## config.mk

```make
export PLATFORM = sky130hd
export DESIGN_NAME = cartridge_bank_mapper_unit_flat
export DESIGN_NICKNAME = d
export VERILOG_FILES = /design/src/sv/cbm_pkg.sv /design/src/sv/cbm_if.sv /design/src/sv/cbm_state.sv /design/src/sv/cbm_map.sv /design/src/sv/cartridge_bank_mapper_unit.sv /design/src/flat_wrapper.sv
export SDC_FILE = /design/constraint.sdc
export NUM_CORES = 1
export LEC_CHECK = 0
export ABC_AREA = 1
export BUFFER_PORTS_ARGS = -buffer_cell sky130_fd_sc_hd__buf_4
export CELL_PAD_IN_SITES_DETAIL_PLACEMENT = 2
export CELL_PAD_IN_SITES_GLOBAL_PLACEMENT = 2
export CORE_ASPECT_RATIO = 0.9
export CORE_MARGIN = 3
export CORE_UTILIZATION = 37
export CTS_BUF_LIST = sky130_fd_sc_hd__clkbuf_4 sky130_fd_sc_hd__clkbuf_8
export CTS_CLUSTER_SIZE = 12
export DETAILED_ROUTE_END_ITERATION = 12
export GPL_ROUTABILITY_DRIVEN = 0
export GPL_TIMING_DRIVEN = 1
export PLACE_DENSITY = 0.95
export SLEW_MARGIN = 20
export SYNTH_ARGS = -nofsm -noshare
export SYNTH_HDL_FRONTEND = slang
export SYNTH_SLANG_ARGS = --single-unit
```

## constraint.sdc

```tcl
create_clock -name clk -period 3.9 [get_ports clk]
set_clock_uncertainty 0.2 [all_clocks]
set_input_delay 0.39 -clock clk [delete_from_list [all_inputs] [get_ports clk]]
set_output_delay 0.39 -clock clk [all_outputs]
set_load 0.005 [all_outputs]
```

## src/sv/cbm_pkg.sv

```systemverilog
// Shared types, constants and helpers of the cartridge bank mapper.
package cbm_pkg;

  // Field widths
  localparam int ADDR_W      = 16;
  localparam int DATA_W      = 8;
  localparam int TARGET_W    = 2;
  localparam int OFFSET_W    = 21;
  localparam int ROM_BANK_W  = 7;
  localparam int RAM_BANK_W  = 2;
  localparam int ROM_BANKS_W = 8;
  localparam int RAM_BYTES_W = 16;
  localparam int CFG_DATA_W  = 16;
  localparam int ROM_PAGE_W  = 14;  // 16 KiB ROM bank
  localparam int RAM_PAGE_W  = 13;  // 8 KiB RAM bank
  localparam int RAM_OFF_W   = RAM_BANK_W + RAM_PAGE_W;

  // Result targets
  localparam logic [TARGET_W-1:0] TGT_NONE = 2'd0;
  localparam logic [TARGET_W-1:0] TGT_ROM  = 2'd1;
  localparam logic [TARGET_W-1:0] TGT_RAM  = 2'd2;

  // Access kinds
  localparam logic OP_READ  = 1'b0;
  localparam logic OP_WRITE = 1'b1;

  // Configuration register indexes
  localparam logic CFG_ROM_BANKS = 1'b0;
  localparam logic CFG_RAM_BYTES = 1'b1;

  // Control register regions, decoded from address bits 14:13 below 0x8000
  localparam logic [1:0] RGN_RAM_EN  = 2'b00;
  localparam logic [1:0] RGN_BANK_LO = 2'b01;
  localparam logic [1:0] RGN_BANK_HI = 2'b10;
  localparam logic [1:0] RGN_MODE    = 2'b11;

  // External RAM window 0xA000-0xBFFF, address bits 15:13
  localparam logic [2:0] EXT_RAM_PAGE = 3'b101;

  // Low nibble that turns external RAM on
  localparam logic [3:0] RAM_ENABLE_KEY = 4'hA;

  localparam logic [ROM_BANKS_W-1:0] ROM_BANKS_RST = 8'd2;
  localparam logic [ROM_BANK_W-1:0]  ROM_BANK_RST  = 7'd1;

  typedef struct packed {
    logic                  opcode;
    logic [ADDR_W-1:0]     bus_address;
    logic [DATA_W-1:0]     write_value;
  } access_t;

  typedef struct packed {
    logic [TARGET_W-1:0]   target;
    logic [OFFSET_W-1:0]   phys_offset;
    logic                  ram_write;
  } result_t;

  typedef struct packed {
    logic                  ram_enable;
    logic [ROM_BANK_W-1:0] rom_bank;
    logic [RAM_BANK_W-1:0] ram_bank;
    logic                  mode;
  } bank_state_t;

  // Mask a bank number to the ROM size; bank zero maps to one
  function automatic logic [ROM_BANK_W-1:0] bank_fix(
    input logic [ROM_BANK_W-1:0]  bank,
    input logic [ROM_BANKS_W-1:0] rom_banks
  );
    logic [ROM_BANK_W-1:0] mask;
    logic [ROM_BANK_W-1:0] masked;
    mask   = rom_banks[ROM_BANK_W-1:0] - ROM_BANK_W'(1);
    masked = bank & mask;
    return (masked == '0) ? ROM_BANK_W'(1) : masked;
  endfunction

endpackage

```

## src/sv/cbm_if.sv

```systemverilog
// Valid/ready channel interfaces for bus accesses and mapping results.
interface cbm_req_if;
  import cbm_pkg::*;
  logic              valid;
  logic              ready;
  logic              opcode;
  logic [ADDR_W-1:0] bus_address;
  logic [DATA_W-1:0] write_value;

  modport source (output valid, opcode, bus_address, write_value, input ready);
  modport sink   (input valid, opcode, bus_address, write_value, output ready);
endinterface

interface cbm_rsp_if;
  import cbm_pkg::*;
  logic                valid;
  logic                ready;
  logic [TARGET_W-1:0] target;
  logic [OFFSET_W-1:0] phys_offset;
  logic                ram_write;

  modport source (output valid, target, phys_offset, ram_write, input ready);
  modport sink   (input valid, target, phys_offset, ram_write, output ready);
endinterface

```

## src/sv/cbm_state.sv

```systemverilog
// Banking control registers, updated by writes below 0x8000.
module cbm_state
  import cbm_pkg::*;
(
  input  logic                   clk,
  input  logic                   rst,
  input  logic                   upd,
  input  access_t                acc,
  input  logic [ROM_BANKS_W-1:0] rom_banks,
  output bank_state_t            state
);

  bank_state_t state_next;
  logic        reg_write;

  assign reg_write = upd && (acc.opcode == OP_WRITE) && !acc.bus_address[ADDR_W-1];

  // Next state for a control register write
  always_comb begin
    state_next = state;
    if (reg_write) begin
      unique case (acc.bus_address[ADDR_W-2:ADDR_W-3])
        RGN_RAM_EN: begin
          state_next.ram_enable = (acc.write_value[3:0] == RAM_ENABLE_KEY);
        end
        RGN_BANK_LO: begin
          state_next.rom_bank = bank_fix(
            {state.rom_bank[6:5],
             (acc.write_value[4:0] == 5'd0) ? 5'd1 : acc.write_value[4:0]},
            rom_banks);
        end
        RGN_BANK_HI: begin
          if (state.mode) begin
            state_next.ram_bank = acc.write_value[RAM_BANK_W-1:0];
          end else begin
            state_next.rom_bank = bank_fix(
              {acc.write_value[RAM_BANK_W-1:0], state.rom_bank[4:0]}, rom_banks);
          end
        end
        RGN_MODE: begin
          state_next.mode = acc.write_value[0];
          if (!acc.write_value[0]) begin
            state_next.ram_bank = '0;
          end
        end
      endcase
    end
  end

  always_ff @(posedge clk) begin
    if (rst) begin
      state.ram_enable <= 1'b0;
      state.rom_bank   <= ROM_BANK_RST;
      state.ram_bank   <= '0;
      state.mode       <= 1'b0;
    end else begin
      state <= state_next;
    end
  end

endmodule

```

## src/sv/cbm_map.sv

```systemverilog
// Address decode: picks ROM, RAM or open bus and forms the physical offset.
module cbm_map
  import cbm_pkg::*;
(
  input  access_t                acc,
  input  bank_state_t            state,
  input  logic [ROM_BANKS_W-1:0] rom_banks,
  input  logic [RAM_BYTES_W-1:0] ram_bytes,
  output result_t                res
);

  logic [RAM_OFF_W-1:0] ram_off;

  assign ram_off = {state.ram_bank, acc.bus_address[RAM_PAGE_W-1:0]};

  always_comb begin
    res = '{target: TGT_NONE, phys_offset: '0, ram_write: 1'b0};
    if (!acc.bus_address[ADDR_W-1]) begin
      // ROM window; writes here only touch control registers
      if (acc.opcode == OP_READ) begin
        if (!acc.bus_address[ROM_PAGE_W]) begin
          if (rom_banks != '0) begin
            res.target      = TGT_ROM;
            res.phys_offset = OFFSET_W'(acc.bus_address[ROM_PAGE_W-1:0]);
          end
        end else if ({1'b0, state.rom_bank} < rom_banks) begin
          res.target      = TGT_ROM;
          res.phys_offset = {state.rom_bank, acc.bus_address[ROM_PAGE_W-1:0]};
        end
      end
    end else if (acc.bus_address[ADDR_W-1:RAM_PAGE_W] == EXT_RAM_PAGE) begin
      // External RAM window, gated by enable and size
      if (state.ram_enable && (RAM_BYTES_W'(ram_off) < ram_bytes)) begin
        res.target      = TGT_RAM;
        res.phys_offset = OFFSET_W'(ram_off);
        res.ram_write   = (acc.opcode == OP_WRITE);
      end
    end
  end

endmodule

```

## src/sv/cartridge_bank_mapper_unit.sv

```systemverilog
// Cartridge bank mapper: takes one bus access beat per cycle and returns one result beat for
// each, in order. An accepted access is held in an input register while the address decode
// and bank registers work on it. Its result is loaded into the output register once that
// register is free or draining, which sets the result beat valid. One access per cycle is
// sustained while the result side keeps taking beats. When the result side holds off, the
// block keeps up to two accesses (input and output register) before it drops req.ready.
// Control register writes (addresses below 0x8000) change the bank state at the edge that
// moves them to the output, so the following access already sees the new banks.
// Configuration (ROM bank count, RAM size) is written through cfg_we/cfg_index/cfg_data;
// the user must write it while no access is in flight, which the block does not enforce.
module cartridge_bank_mapper_unit
  import cbm_pkg::*;
(
  input  logic                  clk,
  input  logic                  rst,
  input  logic                  cfg_we,
  input  logic                  cfg_index,
  input  logic [CFG_DATA_W-1:0] cfg_data,
  cbm_req_if.sink               req,
  cbm_rsp_if.source             rsp
);

  logic                   acc_valid;
  access_t                acc_q;
  logic                   res_valid;
  result_t                res_q;
  result_t                res;
  logic                   advance;
  logic [ROM_BANKS_W-1:0] rom_banks;
  logic [RAM_BYTES_W-1:0] ram_bytes;
  bank_state_t            state;

  // Input stage moves on when the output register is free or draining
  assign advance   = acc_valid && (!res_valid || rsp.ready);
  assign req.ready = !acc_valid || advance;

  always_ff @(posedge clk) begin
    if (rst) begin
      acc_valid <= 1'b0;
    end else if (req.ready) begin
      acc_valid <= req.valid;
    end
  end

  always_ff @(posedge clk) begin
    if (req.valid && req.ready) begin
      acc_q <= '{opcode: req.opcode, bus_address: req.bus_address,
                 write_value: req.write_value};
    end
  end

  // Configuration registers
  always_ff @(posedge clk) begin
    if (rst) begin
      rom_banks <= ROM_BANKS_RST;
      ram_bytes <= '0;
    end else if (cfg_we) begin
      case (cfg_index)
        CFG_ROM_BANKS: rom_banks <= cfg_data[ROM_BANKS_W-1:0];
        CFG_RAM_BYTES: ram_bytes <= cfg_data[RAM_BYTES_W-1:0];
      endcase
    end
  end

  cbm_state u_state (
    .clk       (clk),
    .rst       (rst),
    .upd       (advance),
    .acc       (acc_q),
    .rom_banks (rom_banks),
    .state     (state)
  );

  cbm_map u_map (
    .acc       (acc_q),
    .state     (state),
    .rom_banks (rom_banks),
    .ram_bytes (ram_bytes),
    .res       (res)
  );

  // Result register
  always_ff @(posedge clk) begin
    if (rst) begin
      res_valid <= 1'b0;
    end else if (advance) begin
      res_valid <= 1'b1;
    end else if (rsp.ready) begin
      res_valid <= 1'b0;
    end
  end

  always_ff @(posedge clk) begin
    if (advance) begin
      res_q <= res;
    end
  end

  assign rsp.valid       = res_valid;
  assign rsp.target      = res_q.target;
  assign rsp.phys_offset = res_q.phys_offset;
  assign rsp.ram_write   = res_q.ram_write;

`ifndef SYNTHESIS
  // Selected ROM bank is never zero
  a_rom_bank_nonzero: assert property (@(posedge clk) disable iff (rst)
    state.rom_bank != '0)
    else $error("ROM bank register holds zero");

  // ROM banking mode keeps the RAM bank at zero
  a_mode0_ram_bank: assert property (@(posedge clk) disable iff (rst)
    !state.mode |-> state.ram_bank == '0)
    else $error("RAM bank nonzero in ROM banking mode");

  // Open bus results carry no offset and no write strobe
  a_none_clean: assert property (@(posedge clk) disable iff (rst)
    (res_valid && res_q.target == TGT_NONE) |->
      (res_q.phys_offset == '0 && !res_q.ram_write))
    else $error("open bus result with offset or strobe");

  // RAM strobe only for RAM targets
  a_write_is_ram: assert property (@(posedge clk) disable iff (rst)
    (res_valid && res_q.ram_write) |-> res_q.target == TGT_RAM)
    else $error("RAM write strobe on non-RAM target");

  // Every advanced access shows a result at the next edge
  a_advance_result: assert property (@(posedge clk) disable iff (rst)
    advance |=> res_valid)
    else $error("accepted access produced no result");
`endif

endmodule
```

## src/flat_wrapper.sv

```systemverilog
// flat-port wrapper written by rule: the top's interface ports become plain ports
module cartridge_bank_mapper_unit_flat import cbm_pkg::*;
  (clk, rst, cfg_we, cfg_index, cfg_data, req_valid, req_opcode, req_bus_address, req_write_value, req_ready, rsp_valid, rsp_target, rsp_phys_offset, rsp_ram_write, rsp_ready);
  cbm_req_if req_i ();
  cbm_rsp_if rsp_i ();
  input  logic clk;
  input  logic rst;
  input  logic cfg_we;
  input  logic cfg_index;
  input  logic [CFG_DATA_W-1:0] cfg_data;
  input wire logic [$bits(req_i.valid)-1:0] req_valid;
  input wire logic [$bits(req_i.opcode)-1:0] req_opcode;
  input wire logic [$bits(req_i.bus_address)-1:0] req_bus_address;
  input wire logic [$bits(req_i.write_value)-1:0] req_write_value;
  output wire logic [$bits(req_i.ready)-1:0] req_ready;
  output wire logic [$bits(rsp_i.valid)-1:0] rsp_valid;
  output wire logic [$bits(rsp_i.target)-1:0] rsp_target;
  output wire logic [$bits(rsp_i.phys_offset)-1:0] rsp_phys_offset;
  output wire logic [$bits(rsp_i.ram_write)-1:0] rsp_ram_write;
  input wire logic [$bits(rsp_i.ready)-1:0] rsp_ready;
  assign req_i.valid = req_valid;
  assign req_i.opcode = req_opcode;
  assign req_i.bus_address = req_bus_address;
  assign req_i.write_value = req_write_value;
  assign req_ready = req_i.ready;
  assign rsp_valid = rsp_i.valid;
  assign rsp_target = rsp_i.target;
  assign rsp_phys_offset = rsp_i.phys_offset;
  assign rsp_ram_write = rsp_i.ram_write;
  assign rsp_i.ready = rsp_ready;
  cartridge_bank_mapper_unit u_core (.clk(clk), .rst(rst), .cfg_we(cfg_we), .cfg_index(cfg_index), .cfg_data(cfg_data), .req(req_i), .rsp(rsp_i));
endmodule
```

## After elaboration in Yosys (flattened, before gate mapping)

Cells that the tools add are included.

| storage, ports and cells | value |
|---|---|
| word-level logic and storage cells | 70 |
| register bits | 83 |
| bits of input ports | 47 |

| cells by class | value |
|---|---|
| mux-type cells | 17 |
| magnitude comparators | 2 |
| $add $sub $neg | 1 |
| bitwise operators | 3 |
| eq/ne operators | 8 |
| reductions and logical operators | 25 |

Operators with widths:

| cell | number |
|---|---|
| two-way mux 23 bit | 3 |
| two-way mux 24 bit | 2 |
| two-way mux 22 bit | 2 |
| two-way mux 7 bit | 3 |
| < comparator 15 x 16 -> 1 bit | 1 |
| bitwise AND 7 bit | 2 |
| zero test 7 bit | 2 |
| case mux 7 bit (2 select lines) | 1 |
| < comparator 7 x 8 -> 1 bit | 1 |
| AND reduction 2 bit | 4 |
| nonzero test 8 bit | 1 |
| subtractor 7 x 1 -> 7 bit, second input constant | 1 |
| inequality test 2 bit, second input constant | 3 |
| AND reduction 3 bit | 2 |
| nonzero test 2 bit | 3 |
| logical AND 1 bit | 5 |
| zero test 5 bit | 1 |
| two-way mux 5 bit | 1 |
| == test 2 bit, second input constant | 2 |
| == test 4 bit, second input constant | 1 |
| two-way mux 2 bit | 2 |
| case mux 2 bit (2 select lines) | 1 |
| AND reduction 4 bit | 1 |
| == test 3 bit, second input constant | 1 |
| other kinds (6) | 10 |

## Longest topological paths before layout

Gate-level depths: netlist of run 1.

| logic depth | value |
|---|---|
| depth after elaboration | 6 |
| mapped depth | 12 |
| mapped depth without buffers | 11 |

## Hierarchy

Synthesis of run 1 repeated with hierarchy kept, for this count alone.

| unflattened totals | value |
|---|---|
| cell total of the unflattened synthesis | 550 |
| area, all modules | 4638.2 um2 |

Modules (own cells, without submodules):

| module | cells each | instances | area an instance (um2) |
|---|---|---|---|
| cartridge_bank_mapper_unit | 184 | 1 | 2501.1 |
| cbm_map | 234 | 1 | 1300.0 |
| cbm_state | 132 | 1 | 837.1 |

## Worst setup path after synthesis of run 1

No wires, ideal clock.

| timing path | value |
|---|---|
| path kind | input to register |
| from | in rsp_ready |
| to | reg, netlist name u_core.u_state.state[2] |
| path slack | 1.496 ns |
| stages on the path | 9 |
| arrival time | 2.087 ns |
| path buffers | 0 |
| cells stage by stage | inv_1 a21oi_2 nand3_2 inv_1 nand3_1 nor2_1 nor2_1 o21ai_1 nor2_1 |

| between the ends | value |
|---|---|
| longest elaborated chain between the ends | 5 |

Ends and longest elaborated chain:

| element | RTL line | RTL |
|---|---|---|
| start, declared | flat_wrapper.sv:20 | `input wire logic [$bits(rsp_i.ready)-1:0] rsp_ready;` |
| logical OR 1 bit | cartridge_bank_mapper_unit.sv:34 | `assign advance = acc_valid && (!res_valid \|\| rsp.ready);` |
| logical AND 1 bit | cartridge_bank_mapper_unit.sv:34 |  |
| net u_core.advance | cartridge_bank_mapper_unit.sv:28 | `logic advance;` |
| logical AND 1 bit (2 in series) | cbm_state.sv:16 | `assign reg_write = upd && (acc.opcode == OP_WRITE) && !acc.bus_address[ADDR_W-1];` |
| AND reduction 4 bit (no source line) | -- |  |

The timed path passes the listed nets, and every way through them passes these cells.
A chain may end at the register's enable or synchronous reset.

==> impl_metrics.tcl, run 1 <==
set metrics [dict create \
    pre_cts_ws_ns 1.22 \
    slowest_stage "a22oi_2" \
    wl_met2_um 9050 \
    cts.sinks 83 \
    synth_top_family_by_area "simple AND/OR/NAND/NOR gates" \
    design.core.area_mm2 0.0110 \
    critPathLaunch "u_core.rom_banks[5]" \
    antenna_found_initial 0 \
    nFillCells 1244 \
    cts_tree "yes" \
    die-height_um 108 \
    critPathBufInv 1 \
    fmax_mhz 347 \
    whs_ns 0.0214 \
    leakage_nw 2.19 \
    die-area_mm2 0.0128 \
    top_layer "met4" \
    synth_mux_area_frac 0 \
    first_global_vias 4631 \
    fin_crit_sh 0.739 \
    timing.rr.end "u_core.rsp.phys_offset[14]" \
    reg2reg_setup_slack_ns 1.02 \
    cts_root_buf "clkbuf_8" \
    critical_path.max_fanout 15 \
    status "completed" \
    start_kind "register" \
    crit_type "reg2reg" \
    synth.distinct_cells 36 \
    period_needed_ns 2.88 \
    cp.depth 7 \
    hpwl_um 11400 \
    syn2layout_area_growth_pct 24.3 \
    reg2reg_depth 7 \
    cts.path.max_buffers 2 \
    slowest_delay_ns 0.64 \
    finalWorstSetupSlack_ns 1.02 \
    grt_usage 0.294 \
    cts_buffers 9 \
    max_slew_margin 0.310 \
    synth-compound-area-share 0.150 \
    drcViolationCount 0 \
    powerDensity_mw_per_mm2 382 \
    synthCells 492 \
    rsz0062_at_grt "no" \
    vias 4202 \
    fp.dieW_um 119 \
    setup_viol 0 \
    wirelength_um 18400 \
    wl_met1_um 7680 \
    ys_seq_elements 83 \
    synth_fa_ha_area_frac 0.0649 \
    yosys_warnings 0 \
    wl_met3_um 921 \
    grt_max_degree 32 \
    critPathRequiredTime_ns 3.91 \
    htree_levels 3 \
    start_util 0.386 \
    crit_path_end "u_core.rsp.phys_offset[14]" \
    syn_area_mm2 0.00424 \
    synth_nets 561 \
    nNetsFinal 643 \
    cts_setup_buffers 0 \
    critical_path.top_delay_family "compound AO/OA/AOI/OAI gates" \
    ios 73 \
    avgSynthCellArea_um2 8.62 \
    ys_seq_area_frac 0.500 \
    grt_pass1_wl_um 28300 \
    endpoint_kind "register" \
    hold_viol 0 \
    hold_class "in2reg" \
    overflow 0 \
    clk_latency_ns 0.38 \
    r2r-start "u_core.rom_banks[5]" \
    yosys.area_share.simple 0.206 \
    ant_nets 0 \
    clk_pin_slew_worst_paths_ns 0.09 \
    crit_path_cell_trace "inv_1 -> ha_1 -> a21o_1 -> a22oi_2 -> nand4_1 -> nor2_1 -> o21bai_1" \
    num_antenna_cells 0 \
    io_buffers 69 \
    ir_worst_vdd_v 0.000343 \
    crit_arrival_ns 2.90 \
    drt_iter0_markers 349 \
    core.rowCount 36 \
    maxCapViolations 0 \
    avgRoutedWirePerCell_um 25.1 \
    synthXorXnorAreaFrac 0 \
    slew_viol_final 0 \
    avgViaCountPerCell 5.75 \
    fin_tns_setup_ns 0 \
    worst_pin_slew_ns 1.03 \
    dr.pass1.iters 4 \
    layout-drive-gt1-share 0.174 \
]
## registers in the layout, summed over array words and instances, names as in the netlist
register,flops
u_core.acc_q,22
u_core.rsp.phys_offset,21
u_core.ram_bytes,16
u_core.u_state.state,11
u_core.rom_banks,8
u_core.rsp.target,2
u_core.acc_valid,1
u_core.rsp.ram_write,1
u_core.rsp.valid,1
## where the power goes
| part | internal (W) | total, W | switching [W] |
|---|---|---|---|
| Sequential | 0.000971 | 0.00101 | 0.0000440 |
| Clock | 0.000308 | 0.000661 | 0.000353 |
| Combinational | 0.000122 | 0.000339 | 0.000217 |
| Total | 0.00140 | 0.00202 | 0.000614 |
## timing repair
| action | CTS | global route |
|---|---|---|
| hold endpoints to repair | 18 | 3 |
| gates resized for setup | 0 | 0 |
| endpoints found under the setup margin | 0 | 0 |
| hold buffers | 18 | 3 |
## cell type report
class	count	area, µm²	area share
flip-flops and latches	83	2120	0.403
multi-input cells	325	1790	0.339
repair buffers	91	736	0.140
inverters	64	243	0.0461
well taps	152	190	0.0361
clock buffers	11	139	0.0264
clock inverters	5	53.8	0.0102
## logic make-up (layout without fill, tap and decap cells)
logic type               after synthesis  count (layout)
flip-flops                            83              83
adder cells (fa/ha/maj)               22              22
AND/OR/NAND/NOR                      184             184
AO/OA/AOI/OAI                        119             119
buffers and inverters                 84             171
## layer usage
layer | GRT usage | vias up
met4 | 0.127 | 0
met5 | 0 | -
met2 | 0.500 | 171
met1 | 0.368 | 2110
li1 | - | 1868
met3 | 0.0557 | 53
## placed cells by master (no fill, tap or decap), drive strengths merged, types with 3 or more instances in the layout
| master | n |
|---|---|
| edfxtp | 46 |
| nor4 | 3 |
| nand4 | 32 |
| a21oi | 44 |
| dfxtp | 37 |
| clkinv | 3 |
| nor2 | 33 |
| clkbuf | 11 |
| ha | 22 |
| dlygate4sd3 | 21 |
| buf | 70 |
| o21ai | 67 |
| nand2 | 77 |
| inv | 63 |
| nand3 | 32 |
| nor3 | 4 |
## worst reg2reg max path, delay by kind of cell, from the launching register on
family,cells,cell delay [ns]
buffers and inverters,1,0.11
AND/OR/NAND/NOR,2,0.77
flip-flops,1,0.39
adder cells (fa/ha/maj),1,0.30
AO/OA/AOI/OAI,3,0.96
## worst min path at each step
stage                         startpoint                   end  slack [ns]  cells past startpoint
floorplan           u_core.ram_bytes[13]  u_core.ram_bytes[13]        0.23                      2
global placement     u_core.ram_bytes[5]   u_core.ram_bytes[5]        0.26                      2
detailed placement  u_core.ram_bytes[10]  u_core.ram_bytes[10]        0.29                      2
CTS                  req_bus_address[15]      u_core.acc_q[23]       0.001                      1
global route         req_bus_address[10]      u_core.acc_q[18]       0.004                      1
finish               req_bus_address[10]      u_core.acc_q[18]        0.02                      1
## cell usage after synthesis
library cell,count,area (µm²)
a211oi_1,1,7.51
nor2_2,1,6.26
o21ai_1,15,75.1
nor2_1,31,116
nand2_1,76,285
a21oi_2,2,17.5
inv_1,58,218
nand2_4,1,11.3
nor2_8,1,20.0
a31oi_1,2,12.5
nor3_4,1,16.3
a21oi_4,1,16.3
buf_6,1,11.3
nor4_1,3,18.8
nand4_1,32,200
o21ai_0,52,260
nand3_1,31,155
a21oi_1,41,205
nor3_1,3,15.0
edfxtp_1,46,1380
inv_4,1,6.26
o211ai_1,1,7.51
a22oi_2,1,12.5
and2_1,1,6.26
buf_1,2,7.51
or2_2,1,6.26
clkbuf_1,11,41.3
inv_2,5,18.8
dfxtp_1,37,741
a21o_1,1,7.51
o21bai_1,1,7.51
buf_2,6,30.0
ha_1,22,275
and3_1,1,6.26
a21boi_0,1,7.51
nand3_2,1,10.0
## stage by stage
stage               instances  cell area (µm²)  power (W)   util
finish                    731             5270    0.00202  0.479
floorplan                 492             4240    0.00119      -
detailed placement        694             4870    0.00132  0.443
global placement          694             4870    0.00128  0.443
CTS                       728             5240    0.00198  0.477
global route              731             5270    0.00209  0.479
(Power assumes the default switching activity.)
==> run 2, diff against run 1 <==
Settings changed: CORE_UTILIZATION 37 to 31, PLACE_DENSITY 0.95 to 0.88.
Clock period 3.9 ns to 2.6 ns, I/O delays scaled along.
==> run 2 against run 1 <==
  * The flow now finishes with violations (hold timing)
  * Highest routed layer unchanged
  * Critical path type unchanged
  * Sequential share of layout area fell by 2.4 points
  * Critical endpoint unchanged
  * Via count rose by 0.29%
  * Critical path depth fell by 1
  * Sequential cell count did not move
  * Global-route usage fell by 6.0 points
  * Clock-buffer cell count fell by 1
  * Setup slack got worse by 0.94 ns
==> impl_metrics.tcl, run 2 (same netlist as run 1, synthesis figures left out) <==
set metrics [dict create \
    hold_viol 1 \
    critPathBufInv 0 \
    endpoint_kind "register" \
    power.total_w 0.00294 \
    largest_reg_flops 22 \
    vias 4214 \
    avgViaCountPerCell 5.42 \
    slew_viol_final 0 \
    ios 73 \
    cts.path.max_buffers 2 \
    leakage_nw 2.35 \
    crit_path_cell_trace "ha_1 -> nand2_1 -> nor4_1 -> nand2_4 -> nand4_1 -> o21bai_1" \
    ir_worst_vdd_v 0.000303 \
    clk_latency_ns 0.39 \
    cts.sinks 83 \
    slowest_delay_ns 0.51 \
    htree_levels 3 \
    violations "hold timing" \
    placed_cell_area_mm2 0.00493 \
    fp.dieW_um 129 \
    pre_cts_ws_ns 0.0419 \
    nNetsFinal 678 \
    reg2reg_setup_slack_ns 0.08 \
    finalWorstSetupSlack_ns 0.0771 \
    holdPathStages 3 \
    start_kind "register" \
    num_antenna_cells 0 \
    max_slew_margin 0.409 \
    reg2reg_depth 6 \
    period_needed_ns 2.52 \
    whs_ns -0.00584 \
    cts_tree "yes" \
    die-height_um 117 \
    antenna_found_initial 0 \
    design.core.area_mm2 0.0130 \
    dr.pass1.iters 5 \
    fin_tns_setup_ns 0 \
    min_from "cfg_data[0]" \
    clk_pin_slew_worst_paths_ns 0.10 \
    fin_crit_sh 0.970 \
    mostFrequentLayoutCells "buf_4 (82), nand2_1 (74), inv_1 (58)" \
    cts_buffers 9 \
    grt_max_degree 32 \
    drcViolationCount 0 \
    first_global_vias 4668 \
    final_area_mm2 0.00560 \
    r2r-start "u_core.acc_q[19]" \
    grt_pass1_wl_um 26700 \
    critical_path.top_delay_family "simple AND/OR/NAND/NOR gates" \
    start_util 0.325 \
    powerDensity_mw_per_mm2 526 \
    grt_usage 0.234 \
    critPathRequiredTime_ns 2.52 \
    drt_iter0_markers 328 \
    die-area_mm2 0.0151 \
    setup_viol 0 \
    crit_type "reg2reg" \
    slowest_stage "edfxtp_1" \
    regMostFlops "u_core.acc_q" \
    nFillCells 1425 \
    hpwl_um 11000 \
    cts_root_buf "clkbuf_8" \
    status "complete, but fails checks" \
    maxCapViolations 0 \
    worst_pin_slew_ns 0.884 \
    core.rowCount 39 \
    wirelength_um 17600 \
    ant_nets 0 \
    syn2layout_area_growth_pct 32.1 \
    layout-drive-gt1-share 0.189 \
    min_to "u_core.rom_banks[0]" \
    overflow 0 \
    hold_class "in2reg" \
    mostFrequentLayoutCell "buf_4" \
    fmax_mhz 396 \
    crit_arrival_ns 2.45 \
    critical_path.max_fanout 14 \
    avgRoutedWirePerCell_um 22.6 \
    io_buffers 69 \
    timing.rr.end "u_core.rsp.phys_offset[14]" \
]
run 2: cell types whose count changed in the layout (fill, tap and decap cells not counted), moves of 2 or more:
| cell | change |
|---|---|
| clkinvlp_4 | -2 |
| buf_4 | +12 |
| nand2_1 | -2 |
| dlygate4sd3_1 | +23 |
| inv_4 | +2 |
| o21ai_1 | +2 |
| o21ai_0 | -2 |
run 2: where the power goes:
group	switching, W	internal (W)	leakage, nW
registers	0.0000622	0.00146	0.753
logic	0.000335	0.000233	1.51
clock network	0.000507	0.000349	0.0892
total	0.000904	0.00204	2.35
run 2: worst max-delay path by stage:
stage / from / endpoint / slack [ns] / cells after the start
after global routing: u_core.acc_q[19] / u_core.rsp.phys_offset[14] / -0.03 / 6
after global placement: u_core.acc_q[17] / u_core.rsp.phys_offset[5] / 0.27 / 7
after floorplan: rsp_ready / u_core.u_state.state[2] / 0.33 / 9
after detailed placement: u_core.acc_q[19] / u_core.rsp.phys_offset[5] / 0.04 / 7
after CTS: u_core.rom_banks[6] / u_core.rsp.phys_offset[1] / 0.05 / 10
final: u_core.acc_q[19] / u_core.rsp.phys_offset[14] / 0.08 / 6
run 2: metrics by stage:
stage,util,hold slack [ns],cells
2_1_floorplan,-,0.159,492
3_3_place_gp,0.378,0.240,712
3_5_place_dp,0.378,0.241,712
4_1_cts,0.424,0.00132,772
5_1_grt,0.430,0.00910,778
6_report,0.430,-0.00584,778
run 2: layout make-up:
cell class / instances / area, µm² / share of cell area
Multi-Input combinational cell: 325 / 1810 / 0.324
Sequential cell: 83 / 2120 / 0.379
Timing Repair Buffer: 126 / 1060 / 0.189
Inverter: 64 / 243 / 0.0433
Tap cell: 164 / 205 / 0.0366
Clock buffer: 10 / 131 / 0.0235
Clock inverter: 6 / 30.0 / 0.00536
run 2: metal layers:
| layer | up-vias | part of all wire | track usage |
|---|---|---|---|
| li1 | 1937 | - | - |
| met1 | 2091 | 0.43 | 0.287 |
| met2 | 144 | 0.49 | 0.396 |
| met3 | 42 | 0.047 | 0.0549 |
| met4 | 0 | 0.037 | 0.101 |
| met5 | - | 0 | 0 |
run 2: timing repair:
action	in CTS	in global routing
hold buffers	44	0
gates resized for setup	0	9
setup endpoints to repair	0	24
hold endpoints to repair	47	0
buffers inserted	0	6
run 2: worst register-to-register path, delay by kind of cell, from the launching register on:
kind,cells,cell delay [ns]
AOI/OAI and AO/OA,1,0.10
adders and majority gates,1,0.37
DFF,1,0.51
and+or+nand+nor,4,1.06
==> run 3, diff against run 2 <==
Settings changed: ABC_AREA 1 to default, CORE_UTILIZATION 31 to 34, SYNTH_HIERARCHICAL from default to 1.
==> run 3 against run 2 <==
  * The run now ends clean
  * Sequential power hardly changed
  * Highest routed layer unchanged
  * Critical endpoint is now u_core/rsp.phys_offset[2]
  * Critical path depth is 2 higher
  * Sequential share of layout area rose by 1.2 points
  * Largest power group unchanged
  * Wire length decreased by 22%
  * Largest cell class unchanged
  * Register-to-register slack better by 0.02 ns
==> impl_metrics.tcl, run 3 <==
set metrics [dict create \
    wirelength_um 13700 \
    syn2layout_area_growth_pct 32.4 \
    grt_usage 0.212 \
    grt_max_degree 47 \
    htree_levels 3 \
    fin_cells 635 \
    pre_cts_ws_ns 0.0313 \
    status "completed" \
    clk_pin_slew_worst_paths_ns 0.09 \
    setup_viol 0 \
    fmax_mhz 400 \
    r2r-start "u_core/rom_banks[4]" \
    ff_latch_area_mm2 0.00212 \
    drt_iter0_markers 127 \
    clk_latency_ns 0.38 \
    cts_tree "yes" \
    slew_viol_final 0 \
    layout-drive-gt1-share 0.267 \
    max_slew_margin 0.563 \
    synthCells 357 \
    start_util 0.353 \
    crit_arrival_ns 2.48 \
    hpwl_um 8360 \
    avgSynthCellArea_um2 11.5 \
    dp.cells 577 \
    antenna_found_initial 0 \
    fin_util 0.467 \
    ir_worst_vdd_v 0.000248 \
    cts_root_buf "clkbuf_8" \
    syn_area_mm2 0.00410 \
    regMostFlops "u_core/acc_q" \
    drcViolationCount 0 \
    core.rowCount 37 \
    multi_input_area_mm2 0.00176 \
    fin_crit_sh 0.962 \
    avgViaCountPerCell 5.14 \
    die-height_um 110 \
    num_antenna_cells 0 \
    maxCapViolations 0 \
    mostFrequentLayoutCell "buf_4" \
    critPathRequiredTime_ns 2.58 \
    whs_ns 0.0173 \
    io_buffers 69 \
    dr.pass1.iters 4 \
    hold_viol 0 \
    finalWorstSetupSlack_ns 0.100 \
    critical_path.max_fanout 15 \
    critPathLaunch "u_core/rom_banks[4]" \
    endpoint_kind "register" \
    crit_type "reg2reg" \
    avgRoutedWirePerCell_um 21.6 \
    yosys_warnings 6 \
    hold_class "in2reg" \
    worst_pin_slew_ns 0.654 \
    powerDensity_mw_per_mm2 547 \
    vias 3261 \
    fp.dieW_um 122 \
    synth_nets 425 \
    first_global_vias 3707 \
    fin_tns_setup_ns 0 \
    mostFrequentLayoutCells "buf_4 (80), edfxtp_1 (46), dlygate4sd3_1 (37), dfxtp_1 (37), inv_1 (33)" \
    grt_pass1_wl_um 21000 \
    start_kind "register" \
    largest_reg_flops 22 \
    die-area_mm2 0.0134 \
    ant_nets 0 \
    cts.sinks 83 \
    nFillCells 1159 \
    min_from "cfg_data[3]" \
    period_needed_ns 2.50 \
    ios 73 \
    nNetsFinal 542 \
    leakage_nw 2.17 \
    design.core.area_mm2 0.0116 \
    overflow 0 \
    cts.path.max_buffers 2 \
    cts_buffers 9 \
]
==> run 3: final timing paths <==
path / to / slack, ns / cells after the start
worst max-delay path: u_core/rsp.phys_offset[2] / 0.10 / 8
worst min-delay path: u_core/rom_banks[3] / 0.02 / 3
worst max register to register: u_core/rsp.phys_offset[2] / 0.10 / 8
worst min register to register: u_core/rsp.valid / 0.28 / 2
==> run 3: critical path, cell delays in order, from the launching register on <==
cell	delay, ns
dfxtp_1	0.46
inv_1	0.07
ha_1	0.29
and4b_1	0.22
o2bb2ai_1	0.13
a31oi_1	0.30
o21ai_2	0.10
buf_4	0.22
a21boi_0	0.29
==> run 3: repair_timing <==
action / 4_1_cts / 5_1_grt
hold buffers: 37 / 0
endpoints found under the setup margin: 8 / 24
resized for setup: 1 / 3
pin swaps: 0 / 1
endpoints found under the hold margin: 38 / 0
buffers inserted: 0 / 5
==> run 3: metal layers <==
metal | share of wire | vias up | track usage
li1 | - | 1518 | -
met1 | 0.42 | 1613 | 0.255
met2 | 0.51 | 103 | 0.378
met3 | 0.046 | 27 | 0.0347
met4 | 0.027 | 0 | 0.0864
met5 | 0 | - | 0
==> run 3: where the power goes <==
group | switching [W] | leakage (nW) | internal [W]
sequential | 0.0000491 | 0.749 | 0.00145
clock | 0.000525 | 0.114 | 0.000549
combinational | 0.000200 | 1.31 | 0.000199
==> run 3: metrics by stage <==
stage | power, W | cell area (µm²)
after floorplan | 0.00169 | 4100
after global routing | 0.00310 | 5430
after global placement | 0.00182 | 4760
after detailed placement | 0.00185 | 4760
final | 0.00297 | 5430
after CTS | 0.00297 | 5370
==> run 3: cell type report <==
| cell class | instances | area share |
|---|---|---|
| clock buffers | 9 | 0.0228 |
| clock inverters | 7 | 0.0184 |
| inverters | 33 | 0.0228 |
| multi-input cells | 228 | 0.324 |
| flip-flops and latches | 83 | 0.391 |
| well taps | 156 | 0.0360 |
| repair buffers | 119 | 0.185 |
